$ cat config.mk
export PLATFORM = sky130hd
export DESIGN_NAME = scrolling_segment_text_display
export DESIGN_NICKNAME = d
export VERILOG_FILES = /design/src/hdl/ssd_pkg.sv /design/src/hdl/ssd_addr_unit.sv /design/src/hdl/scrolling_segment_text_display.sv
export SDC_FILE = /design/constraint.sdc
export NUM_CORES = 1
export LEC_CHECK = 0
export BUFFER_PORTS_ARGS = -buffer_cell sky130_fd_sc_hd__buf_2
export CAP_MARGIN = 10
export CELL_PAD_IN_SITES_DETAIL_PLACEMENT = 0
export CELL_PAD_IN_SITES_GLOBAL_PLACEMENT = 1
export CORE_MARGIN = 2
export CORE_UTILIZATION = 43
export DETAILED_ROUTE_END_ITERATION = 7
export PLACE_DENSITY = 0.72
export SLEW_MARGIN = 20
export SYNTH_ARGS = -nofsm -noshare
export SYNTH_HDL_FRONTEND = slang
export SYNTH_SLANG_ARGS = --single-unit
$ cat constraint.sdc
create_clock -name clk -period 8.3 [get_ports clk]
set_clock_uncertainty 0.2 [all_clocks]
set_input_delay 1.66 -clock clk [delete_from_list [all_inputs] [get_ports clk]]
set_output_delay 1.66 -clock clk [all_outputs]
set_load 0.02 [all_outputs]
$ cat src/hdl/ssd_pkg.sv
// Shared types, constants and character/segment tables for the text display.
`timescale 1ns / 1ps

package ssd_pkg;

  typedef enum logic [1:0] {
    ST_IDLE,
    ST_FILL,
    ST_ADDR,
    ST_EMIT
  } state_t;

  localparam int REG_W     = 8;
  localparam int CFG_IDX_W = 1;
  localparam int CHAR_W    = 8;
  localparam int CODE_W    = 6;
  localparam int SEG_W     = 16;
  localparam int TICK_W    = 9;

  localparam logic [CFG_IDX_W-1:0] REG_SCROLL_PERIOD = 1'b0;
  localparam logic [CFG_IDX_W-1:0] REG_START_DELAY   = 1'b1;

  localparam logic FUNC_LOAD = 1'b0;
  localparam logic FUNC_TICK = 1'b1;

  localparam logic [REG_W-1:0]  SCROLL_PERIOD_RST = 8'd3;
  localparam logic [REG_W-1:0]  START_DELAY_RST   = 8'd10;

  localparam logic [CHAR_W-1:0] CHAR_NUL   = 8'h00;
  localparam logic [CHAR_W-1:0] FIRST_CHAR = 8'h2A;
  localparam logic [CHAR_W-1:0] LAST_CHAR  = 8'h5F;
  localparam logic [CHAR_W-1:0] LOWER_A    = 8'h61;
  localparam logic [CHAR_W-1:0] LOWER_Z    = 8'h7A;
  localparam logic [CHAR_W-1:0] CASE_BIT   = 8'h20;

  // Any code at or above the table size shows as blank.
  localparam logic [CODE_W-1:0] BLANK_CODE = 6'h3F;

  function automatic logic [CODE_W-1:0] char_to_code(input logic [CHAR_W-1:0] c);
    logic [CHAR_W-1:0] f;
    f = c;
    if (c >= LOWER_A && c <= LOWER_Z) begin
      f = c & ~CASE_BIT;
    end
    if (f >= FIRST_CHAR && f <= LAST_CHAR) begin
      return CODE_W'(f - FIRST_CHAR);
    end
    return BLANK_CODE;
  endfunction

  function automatic logic [SEG_W-1:0] seg_lookup(input logic [CODE_W-1:0] code);
    logic [SEG_W-1:0] s;
    unique case (code)
      6'd0:    s = 16'hEAA8;
      6'd1:    s = 16'h2A80;
      6'd2:    s = 16'h4000;
      6'd3:    s = 16'h0A00;
      6'd4:    s = 16'h0A51;
      6'd5:    s = 16'h4008;
      6'd6:    s = 16'h5559;
      6'd7:    s = 16'h0118;
      6'd8:    s = 16'h1E11;
      6'd9:    s = 16'h1B11;
      6'd10:   s = 16'h0B50;
      6'd11:   s = 16'h1B41;
      6'd12:   s = 16'h1F41;
      6'd13:   s = 16'h0111;
      6'd14:   s = 16'h1F51;
      6'd15:   s = 16'h1B51;
      6'd18:   s = 16'h8008;
      6'd19:   s = 16'h1A00;
      6'd20:   s = 16'h4020;
      6'd23:   s = 16'h0F51;
      6'd24:   s = 16'h3991;
      6'd25:   s = 16'h1441;
      6'd26:   s = 16'h3191;
      6'd27:   s = 16'h1E41;
      6'd28:   s = 16'h0E41;
      6'd29:   s = 16'h1D41;
      6'd30:   s = 16'h0F50;
      6'd31:   s = 16'h2080;
      6'd32:   s = 16'h1510;
      6'd33:   s = 16'h8648;
      6'd34:   s = 16'h1440;
      6'd35:   s = 16'h0578;
      6'd36:   s = 16'h8570;
      6'd37:   s = 16'h1551;
      6'd38:   s = 16'h0E51;
      6'd39:   s = 16'h9551;
      6'd40:   s = 16'h8E51;
      6'd41:   s = 16'h9021;
      6'd42:   s = 16'h2081;
      6'd43:   s = 16'h1550;
      6'd44:   s = 16'h4448;
      6'd45:   s = 16'hC550;
      6'd46:   s = 16'hC028;
      6'd47:   s = 16'h2028;
      6'd48:   s = 16'h5009;
      6'd49:   s = 16'h1441;
      6'd50:   s = 16'h8020;
      6'd51:   s = 16'h1111;
      6'd53:   s = 16'h1000;
      default: s = 16'h0000;
    endcase
    return s;
  endfunction

endpackage

$ cat src/hdl/ssd_addr_unit.sv
// Shared add / compare / wrap unit for store addressing and window checks.
`timescale 1ns / 1ps

module ssd_addr_unit #(
  parameter int W = 8
) (
  input  logic [W-1:0] a,
  input  logic [W-1:0] b,
  input  logic [W-1:0] modulus,
  input  logic         wrap,
  output logic [W-1:0] sum,
  output logic [W-1:0] wrapped
);

  assign sum = a + b;

  // Caller keeps sum below twice the modulus, so one subtract suffices.
  always_comb begin
    if (wrap && (modulus != '0) && (sum >= modulus)) begin
      wrapped = sum - modulus;
    end else begin
      wrapped = sum;
    end
  end

endmodule

$ cat src/hdl/scrolling_segment_text_display.sv
// Top level of the scrolling segment text display controller.
//
// Input stream (s_axis_*): one item per handshake. s_axis_tuser is the
// function (0 = load one character, 1 = display frame tick), s_axis_tdata
// the character byte, s_axis_tlast marks the final character of a string.
// A NUL character or tlast ends the string; the block then writes DIGITS+1
// blank codes into the text store, one per cycle; the input is held until
// the last blank code is written.
// Output stream (m_axis_*): one segment word per digit of a redraw, digit
// 0 first, tlast on the final digit. A tick that triggers a redraw holds
// the input while each digit passes an address state (shared add/wrap
// unit, registered store read) and an emit state (segment lookup into the
// output register). Ticks that cause no redraw do not hold the input.
// The result sits in an output register, so a stalled receiver only
// holds the sequencer when the next digit is ready; once the final digit
// is registered the input is open again.
// Config port: cfg_we writes cfg_wdata into register cfg_index
// (0 scroll period, 1 start delay). Write only while idle.
// Reset (rst, synchronous) clears all control state and restores the
// register defaults; the text store holds no reset and is always written
// before it is read.
`timescale 1ns / 1ps

module scrolling_segment_text_display #(
  parameter int TEXT_CAPACITY = 32,
  parameter int DIGITS        = 6,
  localparam int DIGIT_W      = (DIGITS > 1) ? $clog2(DIGITS) : 1,
  localparam int OUT_W        = DIGIT_W + ssd_pkg::SEG_W + 1,
  localparam int TDATA_W      = ((OUT_W + 7) / 8) * 8
) (
  input  logic                          clk,
  input  logic                          rst,
  input  logic                          cfg_we,
  input  logic [ssd_pkg::CFG_IDX_W-1:0] cfg_index,
  input  logic [ssd_pkg::REG_W-1:0]     cfg_wdata,
  input  logic                          s_axis_tvalid,
  output logic                          s_axis_tready,
  input  logic [ssd_pkg::CHAR_W-1:0]    s_axis_tdata,  // [7:0] char_code
  input  logic                          s_axis_tuser,  // [0] func
  input  logic                          s_axis_tlast,  // last_char
  output logic                          m_axis_tvalid,
  input  logic                          m_axis_tready,
  output logic [TDATA_W-1:0]            m_axis_tdata,  // digit, segments, scroll_done, zero pad
  output logic                          m_axis_tlast   // last
);

  import ssd_pkg::*;

  localparam int DEPTH  = TEXT_CAPACITY + DIGITS + 1;
  localparam int ADDR_W = $clog2(DEPTH);
  localparam int POS_W  = $clog2(DEPTH + 1);
  localparam int SUM_W  = POS_W + 1;
  localparam int CNT_W  = $clog2(TEXT_CAPACITY + 1);
  localparam int FILL_W = $clog2(DIGITS + 1);

  // Configuration registers
  logic [REG_W-1:0] scroll_period;
  logic [REG_W-1:0] start_delay;

  // Control state
  state_t             state, state_next;
  logic [CNT_W-1:0]   load_count;
  logic               loading_active;
  logic               discarding;
  logic [POS_W-1:0]   window_start;
  logic [POS_W-1:0]   text_end;
  logic [TICK_W-1:0]  tick_counter;
  logic               scroll_enabled;
  logic               done_flag;
  logic               redraw_pending;
  logic [FILL_W-1:0]  fill_n;
  logic [DIGIT_W-1:0] dig;

  // Text store: one write, one registered read per cycle
  logic [CODE_W-1:0] text_store [DEPTH];
  logic [CODE_W-1:0] rd_code;

  // Output register
  logic [DIGIT_W-1:0] out_digit;
  logic [SEG_W-1:0]   out_seg;
  logic               out_done;
  logic               out_last;

  // Shared unit hookup
  logic [SUM_W-1:0] au_a, au_b, au_sum, au_wrapped;
  logic             au_wrap;

  // Decoded item and sequencer strobes
  logic               s_accept;
  logic               is_load, is_tick;
  logic               c_nonzero, str_end;
  logic [CNT_W-1:0]   lc_eff, lc_new;
  logic               disc_eff, disc_new, store_ok;
  logic               pend_next;
  logic [TICK_W-1:0]  tick_next;
  logic               out_free;
  logic               fill_last, dig_last;
  logic               mem_we;
  logic [ADDR_W-1:0]  mem_waddr;
  logic [CODE_W-1:0]  mem_wdata;

  assign s_axis_tready = (state == ST_IDLE);
  assign s_accept      = s_axis_tvalid && s_axis_tready;
  assign is_load       = s_accept && (s_axis_tuser == FUNC_LOAD);
  assign is_tick       = s_accept && (s_axis_tuser == FUNC_TICK) && !loading_active;
  assign c_nonzero     = (s_axis_tdata != CHAR_NUL);
  assign str_end       = !c_nonzero || s_axis_tlast;
  assign out_free      = !m_axis_tvalid || m_axis_tready;
  assign fill_last     = (fill_n == FILL_W'(DIGITS));
  assign dig_last      = (dig == DIGIT_W'(DIGITS - 1));

  // A load item that starts a new string counts from zero.
  assign lc_eff   = loading_active ? load_count : '0;
  assign disc_eff = loading_active && discarding;
  assign store_ok = c_nonzero && !disc_eff && (lc_eff < CNT_W'(TEXT_CAPACITY));
  assign lc_new   = lc_eff + CNT_W'(store_ok);
  assign disc_new = disc_eff || (c_nonzero && (lc_new >= CNT_W'(TEXT_CAPACITY)));

  // Scroll timer step for a tick
  always_comb begin
    pend_next = redraw_pending;
    tick_next = tick_counter;
    if (scroll_enabled) begin
      if (tick_counter == '0) begin
        pend_next = 1'b1;
        tick_next = TICK_W'(scroll_period);
      end else begin
        tick_next = tick_counter - TICK_W'(1);
      end
    end
  end

  // Shared unit operand select: idle checks window end, fill walks the
  // blank tail, address step walks the window with wrap.
  always_comb begin
    au_a    = SUM_W'(window_start);
    au_b    = SUM_W'(DIGITS);
    au_wrap = 1'b0;
    unique case (state)
      ST_FILL: begin
        au_a = SUM_W'(load_count);
        au_b = SUM_W'(fill_n);
      end
      ST_ADDR: begin
        au_b    = SUM_W'(dig);
        au_wrap = 1'b1;
      end
      ST_IDLE, ST_EMIT: begin
      end
    endcase
  end

  ssd_addr_unit #(
    .W (SUM_W)
  ) u_addr_unit (
    .a       (au_a),
    .b       (au_b),
    .modulus (SUM_W'(text_end)),
    .wrap    (au_wrap),
    .sum     (au_sum),
    .wrapped (au_wrapped)
  );

  // Store write port
  always_comb begin
    mem_we    = 1'b0;
    mem_waddr = ADDR_W'(lc_eff);
    mem_wdata = char_to_code(s_axis_tdata);
    if (state == ST_FILL) begin
      mem_we    = 1'b1;
      mem_waddr = au_sum[ADDR_W-1:0];
      mem_wdata = BLANK_CODE;
    end else if (is_load && store_ok) begin
      mem_we = 1'b1;
    end
  end

  always_ff @(posedge clk) begin
    if (mem_we) begin
      text_store[mem_waddr] <= mem_wdata;
    end
    if (state == ST_ADDR) begin
      rd_code <= text_store[au_wrapped[ADDR_W-1:0]];
    end
  end

  // Sequencer
  always_ff @(posedge clk) begin
    if (rst) begin
      state <= ST_IDLE;
    end else begin
      state <= state_next;
    end
  end

  always_comb begin
    state_next = state;
    unique case (state)
      ST_IDLE: begin
        if (is_load && str_end) begin
          state_next = ST_FILL;
        end else if (is_tick && pend_next) begin
          state_next = ST_ADDR;
        end
      end
      ST_FILL: begin
        if (fill_last) begin
          state_next = ST_IDLE;
        end
      end
      ST_ADDR: begin
        state_next = ST_EMIT;
      end
      ST_EMIT: begin
        if (out_free) begin
          state_next = dig_last ? ST_IDLE : ST_ADDR;
        end
      end
    endcase
  end

  // Config registers
  always_ff @(posedge clk) begin
    if (rst) begin
      scroll_period <= SCROLL_PERIOD_RST;
      start_delay   <= START_DELAY_RST;
    end else if (cfg_we) begin
      unique case (cfg_index)
        REG_SCROLL_PERIOD: scroll_period <= cfg_wdata;
        REG_START_DELAY:   start_delay   <= cfg_wdata;
      endcase
    end
  end

  // Loading, scrolling and window state
  always_ff @(posedge clk) begin
    if (rst) begin
      load_count     <= '0;
      loading_active <= 1'b0;
      discarding     <= 1'b0;
      window_start   <= '0;
      text_end       <= '0;
      tick_counter   <= '0;
      scroll_enabled <= 1'b0;
      done_flag      <= 1'b0;
      redraw_pending <= 1'b0;
      fill_n         <= '0;
      dig            <= '0;
    end else begin
      unique case (state)
        ST_IDLE: begin
          if (is_load) begin
            loading_active <= 1'b1;
            load_count     <= lc_new;
            discarding     <= disc_new;
            fill_n         <= '0;
          end else if (is_tick) begin
            tick_counter   <= tick_next;
            redraw_pending <= pend_next;
            dig            <= '0;
            // scroll_done goes up on the redraw that shows the blank tail
            if (pend_next && (au_sum == SUM_W'(text_end))) begin
              done_flag <= 1'b1;
            end
          end
        end
        ST_FILL: begin
          if (fill_last) begin
            scroll_enabled <= (POS_W'(load_count) > POS_W'(DIGITS));
            done_flag      <= 1'b0;
            text_end       <= POS_W'(load_count) + POS_W'(DIGITS + 1);
            window_start   <= '0;
            tick_counter   <= TICK_W'(scroll_period) + TICK_W'(start_delay);
            redraw_pending <= 1'b1;
            loading_active <= 1'b0;
            discarding     <= 1'b0;
          end else begin
            fill_n <= fill_n + FILL_W'(1);
          end
        end
        ST_ADDR: begin
        end
        ST_EMIT: begin
          if (out_free) begin
            if (dig_last) begin
              redraw_pending <= 1'b0;
              // text_end is the same position as 0, so wrap lands on 1
              window_start <= (window_start == text_end) ? POS_W'(1)
                                                         : window_start + POS_W'(1);
            end else begin
              dig <= dig + DIGIT_W'(1);
            end
          end
        end
      endcase
    end
  end

  // Output register
  always_ff @(posedge clk) begin
    if (rst) begin
      m_axis_tvalid <= 1'b0;
    end else if ((state == ST_EMIT) && out_free) begin
      m_axis_tvalid <= 1'b1;
    end else if (m_axis_tready) begin
      m_axis_tvalid <= 1'b0;
    end
  end

  always_ff @(posedge clk) begin
    if ((state == ST_EMIT) && out_free) begin
      out_digit <= dig;
      out_seg   <= seg_lookup(rd_code);
      out_done  <= done_flag;
      out_last  <= dig_last;
    end
  end

  assign m_axis_tdata = TDATA_W'({out_done, out_seg, out_digit});
  assign m_axis_tlast = out_last;

endmodule

==> qor.txt <==
Synth area leaders -> edfxtp_1, dfxtp_1, nand2_1, ha_1, a211oi_1
Die Wd -> 194 um
Final #Nets -> 1435
total routed wirelength -> 38100 um
clk slew on worst S/H paths -> 60 ps
number of global-route vias before repair -> 10.1k
DIE AREA -> 37500 sq um
Via-to-Cell Ratio -> 5.69
Final min period -> 7130 ps
Synth Register Bits -> 316
synthesized instance count -> 1335
die height -> 194 um
startpoint class of the critical path -> register
CP Cell Sequence -> inv_1, ha_1, a22oi_1, nor2b_1, ha_1, inv_1, fa_1, inv_1, ha_1, a21o_1, a221oi_2, a21o_1, buf_4, mux2i_1, a21oi_1, a2111oi_0, a211oi_2
Top FF cell, synth -> edfxtp_1
final core utilization -> 48.5%
Mapped Area -> 15500 sq um
layout cells sized above 1 -> 12.1%
first-pass GRT wire length -> 59700 um
RSZ-0062 raised after global routing -> no
hold-fix buffers at CTS -> 0
critical path class -> register to register
Clock Tree Buf Depth -> 3
crit path DAT -> 7190 ps
post-CTS sizing -> 0
setup repair bufs after CTS -> 0
Rel. slew slack -> 19.1%
cell taking the most area after synthesis -> edfxtp_1
crit-path max cell delay -> 980 ps
later-pin clock latency in the skew report -> 540 ps
critical path fanouts, max -> 21
Max-cap violations -> 0
WL per Instance -> 20.6 um
I/O pin count -> 51
Distinct cells, synth -> 71
Critical Path End Type -> register
FFs w/ async S/R, synth -> 0%
family with the most delay on the worst path -> compound AO/OA/AOI/OAI gates
HPWL after detailed placement -> 25700 um
Starting Density -> 43.6%
Final ANT Viol Nets -> 0
register area share after synthesis -> 57.6%
drt pass-1 iters -> 7
Pwr per Cell Area -> 285 nW/um^2
Leak Pwr -> 6.14 nW
Synth top area share -> 50.2%
TNS Setup -> 0 ps
largest net degree at the start of global routing -> 55
worst-margin pin slew -> 1180 ps
H-tree Lvls -> 2
Final setup viols -> 0
routed vias -> 10.5k
Area Overhead vs Synth -> 11.3%
mean area per synthesized cell -> 11.6 sq um
clock sinks -> 316
gpl congestion -> 0.886
core area -> 35500 sq um
Fin. Hold Viols -> 0
worst hold path class -> register to register
Synthesis Warnings -> 0
DR iter-0 viols -> 998
Final Cycle Share -> 85.9%
Max VDD drop -> 0.128 mV
power after layout -> 0.00491 W
slowest CP cell -> mux2i_1
Post-route DRC -> 0
number of I/O port buffers -> 44
CTS buffer count -> 35
total grt overflow -> 0
root buf cell -> clkbuf_16
Total GRT Usage -> 20.2%
Pins Over Slew Limit -> 0
Max Clk Rate -> 0.140 GHz
Buf/Inv on CP -> 4
hold_ws -> 265 ps
# rows -> 69
status -> finished, final reports clean
CTS tree -> built
CP required -> 8360 ps
initial antenna violation count -> 0
antenna diode instance count -> 0
Post-synth EDFFs -> 259
## report_power, final
| group | switching [W] | internal [W] | leakage [nW] |
|---|---|---|---|
| combinational | 0.000917 | 0.000507 | 2.81 |
| sequential | 0.0000627 | 0.00179 | 2.75 |
| clock | 0.000652 | 0.000973 | 0.584 |
| total | 0.00163 | 0.00327 | 6.14 |
## logic make-up (layout without fill, tap and decap cells)
kind of cell | count (synthesis) | count (layout) | share of synthesized area, %
xor+xnor | 34 | 34 | 1.92
buf+inv | 152 | 202 | 4.71
compound gates | 335 | 335 | 14.6
other cells | 1 | 6 | 0.0242
flops | 316 | 316 | 57.6
simple gates | 377 | 377 | 10.7
mux | 72 | 72 | 6.41
fa+ha+maj | 48 | 48 | 4.03
## state kept, by name (all words and copies together), names as in the netlist, 6 cells and up
| name | flops |
|---|---|
| text_store | 234 |
| window_start | 6 |
| rd_code | 6 |
| text_end | 6 |
| scroll_period | 8 |
| out_seg | 14 |
| start_delay | 8 |
| tick_counter | 9 |
| load_count | 6 |
## tightest hold or removal path, cell delays in order (launching register included)
cell	delay (ps)
dfxtp_1	310
nand2_1	50
a21oi_1	50
## synthesized netlist by cell type, types with 4 or more instances
| cell | n |
|---|---|
| a211oi_1 | 74 |
| and3_1 | 5 |
| mux2i_1 | 44 |
| a311oi_1 | 15 |
| nor2_1 | 126 |
| mux4_2 | 18 |
| nor4_1 | 8 |
| o21ai_0 | 53 |
| a32oi_1 | 4 |
| buf_1 | 4 |
| nor2b_1 | 13 |
| a2111oi_0 | 8 |
| nand2b_1 | 5 |
| nand2_1 | 155 |
| o221ai_1 | 12 |
| a21o_1 | 15 |
| nand3b_1 | 8 |
| o31ai_1 | 4 |
| a22oi_1 | 9 |
| a21oi_1 | 96 |
| xor2_1 | 13 |
| a22o_1 | 4 |
| ha_1 | 45 |
| dfxtp_1 | 57 |
| nand3_1 | 15 |
| a31oi_1 | 6 |
| buf_4 | 11 |
| a211oi_2 | 6 |
| mux2_2 | 7 |
| or3_1 | 4 |
| buf_6 | 8 |
| o211ai_1 | 4 |
| xnor2_1 | 21 |
| inv_1 | 72 |
| nand4_1 | 4 |
| o22ai_1 | 5 |
| edfxtp_1 | 259 |
| buf_2 | 11 |
| nor3_1 | 17 |
| clkbuf_1 | 43 |
## cell type report
cell class | instances | area [sq um]
timing repair buffer | 66 | 398
inverter | 72 | 270
tap | 461 | 577
clock inverter | 25 | 309
multi-input combinational | 872 | 5860
clock buffer | 39 | 891
fill | 3216 | 18300
sequential | 316 | 8920
## stage by stage
stage               worst slack, ps  area, sq um  instances
floorplan                      2460        15500       1340
global placement               1420        16000       1786
detailed placement             1350        16000       1786
CTS                            1310        17200       1850
global route                    766        17200       1851
finish                         1170        17200       1851
## path summary, 6_finish.rpt
check                 start              to  slack, ps  cells after the start
max                state[0]      rd_code[3]       1170                     17
min          start_delay[7]  start_delay[7]        260                      2
max reg2reg        state[0]      rd_code[3]       1170                     17
min reg2reg  start_delay[7]  start_delay[7]        260                      2
## layout by cell type, fill, tap and decap left out, types with 7 or more instances in the layout
master,n
a2111oi_0,8
nor2b_1,13
ha_1,45
a22oi_1,9
buf_4,21
a311oi_1,15
mux2_2,7
inv_1,72
buf_2,44
o221ai_1,12
mux4_2,18
a21o_1,15
clkinv_1,7
dfxtp_1,57
nand2_1,152
clkbuf_16,35
nand3_1,15
a211oi_1,73
nand3b_1,8
edfxtp_1,259
xnor2_1,21
xor2_1,13
nor2_1,126
nor3_1,17
o21ai_0,53
nor4_1,8
mux2i_1,44
a21oi_1,96
a211oi_2,7
## per-layer routing
layer / share of wire [%] / GRT usage (%) / vias up
li1: - / - / 5021
met3: 7.0 / 3.06 / 67
met5: 0 / 0 / -
met2: 45 / 31.7 / 363
met4: 2.6 / 5.97 / 0
met1: 45 / 29.2 / 5072
(Power assumes the default switching activity.)
